<file path="src/hw/rtl/assert_macros.svh">
// Assertion helper macros used by the top-level RTL module.
// Depends on nothing; included by modules that carry concurrent checks.
`ifndef ASSERT_MACROS_SVH
`define ASSERT_MACROS_SVH

// Clocked check, switched off while reset is asserted
`define LGE_ASSERT(lbl, clk_s, rst_s, prop, msg) \
    lbl: assert property (@(posedge clk_s) disable iff (!rst_s) prop) \
        else $error(msg);

// Clocked check that also holds during reset
`define LGE_ASSERT_ALWAYS(lbl, clk_s, prop, msg) \
    lbl: assert property (@(posedge clk_s) prop) \
        else $error(msg);

`endif

</file>
<file path="src/hw/rtl/lge_pkg.sv">
// Shared constants, types and helper functions of the life generation engine.
// Depends on nothing; used by the interfaces and every module.
`default_nettype none

package lge_pkg;

    localparam int MAX_ROWS   = 64;
    localparam int MAX_COLS   = 64;
    localparam int DEATH_AGE  = 10;
    localparam int SURVIVE_LO = 2;
    localparam int BIRTH_CNT  = 3;

    localparam int AGE_W      = 4;
    localparam int ROW_W      = $clog2(MAX_ROWS);
    localparam int COL_W      = $clog2(MAX_COLS);
    localparam int SIZE_W     = 7;
    localparam int ACT_W      = 2;
    localparam int IDX_FLD_W  = 6;
    localparam int BITS_W     = 64;
    localparam int CFG_IDX_W  = 2;
    localparam int CFG_DATA_W = 7;
    localparam int CNT_W      = 4;

    // Request actions
    localparam logic [ACT_W-1:0] ACT_WRITE = 2'd0;
    localparam logic [ACT_W-1:0] ACT_GEN   = 2'd1;
    localparam logic [ACT_W-1:0] ACT_READ  = 2'd2;

    // Configuration register indexes
    localparam logic [CFG_IDX_W-1:0] CFG_WRAP  = 2'd0;
    localparam logic [CFG_IDX_W-1:0] CFG_AGING = 2'd1;
    localparam logic [CFG_IDX_W-1:0] CFG_ROWS  = 2'd2;
    localparam logic [CFG_IDX_W-1:0] CFG_COLS  = 2'd3;

    typedef logic [MAX_COLS-1:0][AGE_W-1:0] row_ages_t;
    typedef logic [MAX_COLS-1:0]            row_live_t;

    typedef struct packed {
        logic             rd_en;
        logic [ROW_W-1:0] rd_addr;
        logic             wr_en;
        logic [ROW_W-1:0] wr_addr;
    } mem_cmd_t;

    // Live flags of a row of ages
    function automatic row_live_t live_of(input row_ages_t ages);
        row_live_t v;
        for (int c = 0; c < MAX_COLS; c++) begin
            v[c] = |ages[c];
        end
        return v;
    endfunction

    // Bring a size register into 1..lim
    function automatic logic [SIZE_W-1:0] clamp_size(input logic [SIZE_W-1:0] v,
                                                     input logic [SIZE_W-1:0] lim);
        logic [SIZE_W-1:0] r;
        if (v == '0)
            r = SIZE_W'(1);
        else if (v > lim)
            r = lim;
        else
            r = v;
        return r;
    endfunction

endpackage

`default_nettype wire

</file>
<file path="src/hw/rtl/lge_row_rule.sv">
// One full row of cell rules: neighbour count, birth/survival and ageing.
// Depends on lge_pkg.
`default_nettype none

module lge_row_rule (
    input  wire logic                        wrap,
    input  wire logic                        aging,
    input  wire logic [lge_pkg::SIZE_W-1:0]  n_cols,
    input  wire lge_pkg::row_live_t          up_live,
    input  wire lge_pkg::row_ages_t          cur_ages,
    input  wire lge_pkg::row_live_t          dn_live,
    output lge_pkg::row_ages_t               new_ages
);

    lge_pkg::row_live_t            cur_live;
    logic [lge_pkg::COL_W-1:0]     last_col;
    logic [2:0]                    last_trio;
    logic [2:0]                    first_trio;

    assign cur_live   = lge_pkg::live_of(cur_ages);
    assign last_col   = lge_pkg::COL_W'(n_cols - lge_pkg::SIZE_W'(1));
    assign last_trio  = {up_live[last_col], cur_live[last_col], dn_live[last_col]};
    assign first_trio = {up_live[0], cur_live[0], dn_live[0]};

    for (genvar c = 0; c < lge_pkg::MAX_COLS; c++)
    begin : g_lane
        logic [2:0]                  lft;
        logic [2:0]                  rgt;
        logic                        last_lane;
        logic                        in_use;
        logic [lge_pkg::CNT_W-1:0]   cnt;
        logic [lge_pkg::AGE_W-1:0]   ruled;
        logic [lge_pkg::AGE_W:0]     aged;

        assign last_lane = (lge_pkg::COL_W'(c) == last_col);
        assign in_use    = (lge_pkg::SIZE_W'(c) < n_cols);

        // Left neighbours, wrapping to the last column in use
        if (c == 0)
        begin : g_lft_edge
            assign lft = wrap ? last_trio : 3'b000;
        end
        else
        begin : g_lft_mid
            assign lft = {up_live[c-1], cur_live[c-1], dn_live[c-1]};
        end

        // Right neighbours, wrapping to column zero
        if (c == lge_pkg::MAX_COLS - 1)
        begin : g_rgt_edge
            assign rgt = wrap ? first_trio : 3'b000;
        end
        else
        begin : g_rgt_mid
            assign rgt = last_lane ? (wrap ? first_trio : 3'b000)
                                   : {up_live[c+1], cur_live[c+1], dn_live[c+1]};
        end

        assign cnt = lge_pkg::CNT_W'(up_live[c]) + lge_pkg::CNT_W'(dn_live[c])
                   + lge_pkg::CNT_W'(lft[0]) + lge_pkg::CNT_W'(lft[1])
                   + lge_pkg::CNT_W'(lft[2]) + lge_pkg::CNT_W'(rgt[0])
                   + lge_pkg::CNT_W'(rgt[1]) + lge_pkg::CNT_W'(rgt[2]);

        // Birth on three, survival on two or three
        always_comb
        begin
            if (cur_live[c])
            begin
                if (cnt == lge_pkg::CNT_W'(lge_pkg::SURVIVE_LO)
                    || cnt == lge_pkg::CNT_W'(lge_pkg::BIRTH_CNT))
                    ruled = cur_ages[c];
                else
                    ruled = '0;
            end
            else
            begin
                ruled = (cnt == lge_pkg::CNT_W'(lge_pkg::BIRTH_CNT))
                        ? lge_pkg::AGE_W'(1) : '0;
            end
        end

        assign aged = {1'b0, ruled} + (lge_pkg::AGE_W+1)'(1);

        // Age living cells when ageing is on; leave columns outside the grid untouched
        always_comb
        begin
            if (!in_use)
                new_ages[c] = cur_ages[c];
            else if (aging && ruled != '0)
                new_ages[c] = (aged >= (lge_pkg::AGE_W+1)'(lge_pkg::DEATH_AGE))
                              ? '0 : aged[lge_pkg::AGE_W-1:0];
            else
                new_ages[c] = ruled;
        end
    end

endmodule

`default_nettype wire

</file>
<file path="config.mk">
export PLATFORM = sky130hd
export DESIGN_NAME = lge_row_rule
export DESIGN_NICKNAME = d
export VERILOG_FILES = /design/src/hw/rtl/assert_macros.svh /design/src/hw/rtl/lge_pkg.sv /design/src/hw/rtl/lge_row_rule.sv
export SDC_FILE = /design/constraint.sdc
export NUM_CORES = 2
export LEC_CHECK = 0
export ABC_AREA = 1
export BUFFER_PORTS_ARGS = -buffer_cell sky130_fd_sc_hd__buf_2
export CAP_MARGIN = 40
export CORE_AREA = 4 4 251 253
export DETAILED_ROUTE_END_ITERATION = 16
export DIE_AREA = 0 0 255 257
export PLACE_DENSITY = 0.81
export SLEW_MARGIN = 20
export SYNTH_ARGS = -nofsm -noshare
export SYNTH_HDL_FRONTEND = slang
export SYNTH_SLANG_ARGS = --single-unit
</file>
<file path="constraint.sdc">
create_clock -name vclk -period 7.9
set_clock_uncertainty 0.1 [all_clocks]
set_input_delay 0.395 -clock vclk [all_inputs]
set_output_delay 0.395 -clock vclk [all_outputs]
set_load 0.03 [all_outputs]
</file>
; Yosys cells after proc, flatten, opt, wreduce, memory -nomap -nowiden
; Cells that the tools add are included.
; W data, S select, Z words.
[op_classes]
n_reduce_logical = 257
n_eq_ne = 190
mux = 455
add_sub_neg = 513
n_lt_le_gt_ge = 129
[op_table]
columns = op, n
row1 = $mux W4, 320
row2 = $add A4 B1 Y4, 256
row3 = $eq A4 B2 Y1 const B, 128
row4 = $add A4 B1 Y5 const B, 64
row5 = $ge A5 B4 Y1 const B, 64
row6 = $add A3 B1 Y4, 64
row7 = $reduce_bool A4 Y1, 64
row8 = $reduce_or A4 Y1, 64
row9 = $lt A6 B7 Y1 const A, 32
row10 = $mux W3, 65
row11 = $add A2 B1 Y3, 64
row12 = $eq A6 B6 Y1 const A, 31
row13 = $add A1 B1 Y2, 64
row14 = $lt A5 B7 Y1 const A, 16
row15 = $eq A5 B6 Y1 const A, 16
row16 = $mux W1, 67
row17 = $logic_and A1 B1 Y1, 64
row18 = $logic_or A1 B1 Y1, 64
row19 = $lt A4 B7 Y1 const A, 8
row20 = $eq A4 B6 Y1 const A, 8
row21 = $lt A3 B7 Y1 const A, 4
row22 = $eq A3 B6 Y1 const A, 4
row23 = $bmux W1 S6, 3
row24 = $lt A1 B7 Y1 const A, 2
row25 = 6 further kinds, 8
[word_totals]
inputBits = 393
wordCells = 1544
reg_bits = 0
output_inout_bits = 256

; Longest topological paths before layout
[depth]
ltp_word = 19
mapped_depth = 36
mapped_depth_nobuf = 33

; Worst setup path after synthesis
; No wires, ideal clock.
[synth_timing]
path_kind = input -> output
startpoint = input port n_cols[0] (netlist bit)
endpoint = output port new_ages[2] (netlist bit)
cell_stages = 28
setup_slack_ps = 1009
path_buffers = 4
required_ps = 7405
t_arrival_ps = 6396
cell_sequence = inv_1 -> buf_2 -> clkbuf_1 -> ha_1 -> clkbuf_1 -> inv_2 -> clkbuf_1 -> a21oi_1 -> o21ai_0 -> nand2_1 -> nand2_1 -> nand2_1 -> o21ai_0 -> nand3_1 -> fa_1 -> fa_1 -> fa_1 -> inv_1 -> ha_1 -> fa_1 -> a21boi_0 -> nand2_1 -> nor2_1 -> inv_1 -> ha_1 -> a21oi_1 -> nand4_1 -> a21oi_1
[synth_rtl]
columns = element, line_no
row1 = "start, declared", lge_row_rule.sv:8  ; input wire logic [lge_pkg::SIZE_W-1:0] n_cols,
row2 = "end, declared", lge_row_rule.sv:12  ; output lge_pkg::row_ages_t new_ages

==> flow_metrics.env <==
export IMPL_synthTopCellsByArea="nand2_1, fa_1, inv_1"
export IMPL_wirelength_um=132000
export IMPL_worstPathRequired_ps=7400
export IMPL_io_buffer_count=649
export IMPL_vias=42300
export IMPL_fin_ws_ps=364
export IMPL_post_dp_hpwl_um=112000
export IMPL_max_slew_worst_pin_slew_ps=895
export IMPL_drt_iter0_drc=3923
export IMPL_io_pins=649
export IMPL_layout_filler_cells=6287
export IMPL_drc_errors=0
export IMPL_min_delay_start="cur_ages[48]"
export IMPL_die_height_um=257
export IMPL_share_seq_of_total_power=0
export IMPL_grt_pass1_vias=39100
export IMPL_criticalPathCategory="primary input to primary output"
export IMPL_slew_headroom=0.398
export IMPL_gpl_final_weighted_congestion=1.00
export IMPL_synth_top_cell_area_share=0.167
export IMPL_gr_usage_all_layers=0.384
export IMPL_dp_cells=7510
export IMPL_critical_path_endpoint_type="primary output"
export IMPL_growth_of_design_area_from_synthesis_to_finish_pct=12.6
export IMPL_synthesis_instances=6144
export IMPL_grt_max_degree=131
export IMPL_syn_num_nets=7182
export IMPL_std_cell_rows=91
export IMPL_p_comb_frac=1.000
export IMPL_critical_path_arrival_ps=7040
export IMPL_dp_slack_ps=251
export IMPL_final_common_cell="nand2_1"
export IMPL_final_layout_size_suffix_gt1_frac=0.116
export IMPL_die_w_um=255
export IMPL_finalCriticalPeriod_ps=7540
export IMPL_layout_worst_path_cycle_share=0.954
export IMPL_crit_fanout=17
export IMPL_seqCellArea_um2=0
export IMPL_detail_route_first_pass_iterations=9
export IMPL_wire_length_of_the_first_global_routing_pass_um=205000
export IMPL_slew_viol_final=0
export IMPL_viasPerCell=5.58
export IMPL_crit_path_start="n_cols[0]"
export IMPL_grt_setup_unrepaired="no"
export IMPL_total_die_area_mm2=0.0655
export IMPL_synth_largest_area_cell="nand2_1"
export IMPL_final_cell_count_no_fill=7581
export IMPL_swShare=0.674
export IMPL_worst_path_largest_cell_delay_ps=580
export IMPL_synth_area_mm2=0.0341
export IMPL_cp_start_kind="primary input"
export IMPL_synth_yosys_seq_area_share=0
export IMPL_total_power_mw=6.70
export IMPL_delay_heaviest_family_cp="adder cells"
export IMPL_postCtsSetupRepairBufs=0
export IMPL_core_area_mm2=0.0610
export IMPL_grt_antenna_before_repair=81
export IMPL_hold_viol=0
export IMPL_num_nets_final=7764
export IMPL_share_clk_of_total_power=0
export IMPL_clock_buffer_count=0
export IMPL_syn_mean_instance_area_um2=5.54
export IMPL_layout_common_cells="nand2_1, inv_1, buf_2"
export IMPL_p_int_mw=2.19
export IMPL_crit_path_top_delay_cell="a21boi_0"
export IMPL_holdCritPathClass="primary input to primary output"
export IMPL_outcome="complete, no violations"
export IMPL_cp_num_buf_inv=6
export IMPL_clock_fmax_ghz=0.133
export IMPL_yosysUniqueCellTypes=42
export IMPL_max_cap_violations=0
export IMPL_setup_total_negative_slack_ps=0
export IMPL_flops_and_latches=0
export IMPL_leakage_nw=22.5
export IMPL_number_of_failing_setup_endpoints_in_the_final_timing_report=0
export IMPL_effective_utilization_at_floorplan=0.558
export IMPL_power_density_mw_per_mm2=175
export IMPL_power_switching_mw=4.51
export IMPL_irDropWorstVdd_mv=0.152
export IMPL_route_detailed_wl_per_inst_um=17.4
export IMPL_grt_overflow_total=0
export IMPL_ys_warnings_count=0
export IMPL_multi_input_comb_area_mm2=0.0284
export IMPL_ant_nets=0
[power groups by stage]
stage | clock [mW] | sequential, mW | combinational (mW)
floorplan | 0 | 0 | 4.85
global placement | 0 | 0 | 6.46
detailed placement | 0 | 0 | 6.57
CTS | 0 | 0 | 6.61
global route | 0.000000949 | 0 | 7.54
finish | 0.00000114 | 0 | 6.70
[logic make-up after synthesis]
family,after synthesis,share of synthesized area
adder cells (fa/ha/maj),645,0.293
AND/OR/NAND/NOR,3030,0.383
buffers and inverters,1494,0.167
AO/OA/AOI/OAI,973,0.156
XOR/XNOR,2,0.000735
[final timing paths]
path       endpoint  slack, ps  depth (start not counted)
min    new_ages[48]       1060                          4
max   new_ages[154]        360                         25
[final cells by class]
class,instances,share of cell area
antenna,67,0.00437
inverter,1391,0.136
multi-input combinational,4650,0.741
tap,790,0.0258
timing repair buffer,683,0.0923
[synth_stat cells]
cell / instances
nor2_8: 4
buf_4: 3
nor2_4: 8
clkbuf_1: 73
nor2_1: 607
nand3_1: 582
o211ai_1: 66
nor4_1: 19
nand2_2: 12
or2_2: 2
o21ai_2: 5
a21oi_1: 475
nand4_1: 232
nor3_1: 1
nor2_2: 16
nand3b_1: 10
buf_2: 15
nand2_4: 3
buf_6: 5
nand3_2: 1
o21ai_1: 68
clkinv_1: 1
a21oi_2: 8
xor2_2: 1
inv_1: 1364
a21boi_1: 1
o2111ai_1: 7
buf_1: 7
o31ai_1: 6
o21ai_0: 259
inv_2: 25
xnor2_1: 1
fa_1: 256
a21boi_0: 42
a31o_2: 1
ha_1: 389
a21o_1: 23
and2_1: 17
a31oi_1: 3
inv_4: 1
nand2_1: 1516
a22oi_1: 9
[what timing repair did]
item | in CTS | in global routing
setup endpoints to repair | 0 | 19
hold endpoints to repair | 0 | 0
gates resized for setup | 0 | 6
hold buffers | 0 | 0
[worst min-delay path, cell delays in order]
cell	delay [ps]
buf_2	100
nand2_1	50
nand2_1	40
buf_2	170
[routing by layer]
| metal | global-route usage | wire [um] | share of wire | up-vias |
|---|---|---|---|---|
| li1 | - | - | - | 20700 |
| met5 | 0 | 240 | 0.0018 | - |
| met3 | 0.0776 | 12900 | 0.098 | 464 |
| met1 | 0.478 | 51200 | 0.39 | 19100 |
| met4 | 0.208 | 8420 | 0.064 | 38 |
| met2 | 0.623 | 59400 | 0.45 | 1949 |
[stage by stage]
step / util / instance area, um2 / hold slack (ps)
3_5_place_dp: 0.625 / 38100 / 1060
2_1_floorplan: - / 34100 / 892
6_report: 0.628 / 38300 / 1060
3_3_place_gp: 0.624 / 38100 / 1070
4_1_cts: 0.625 / 38100 / 1060
5_1_grt: 0.628 / 38300 / 1090
(Power assumes the default switching activity.)
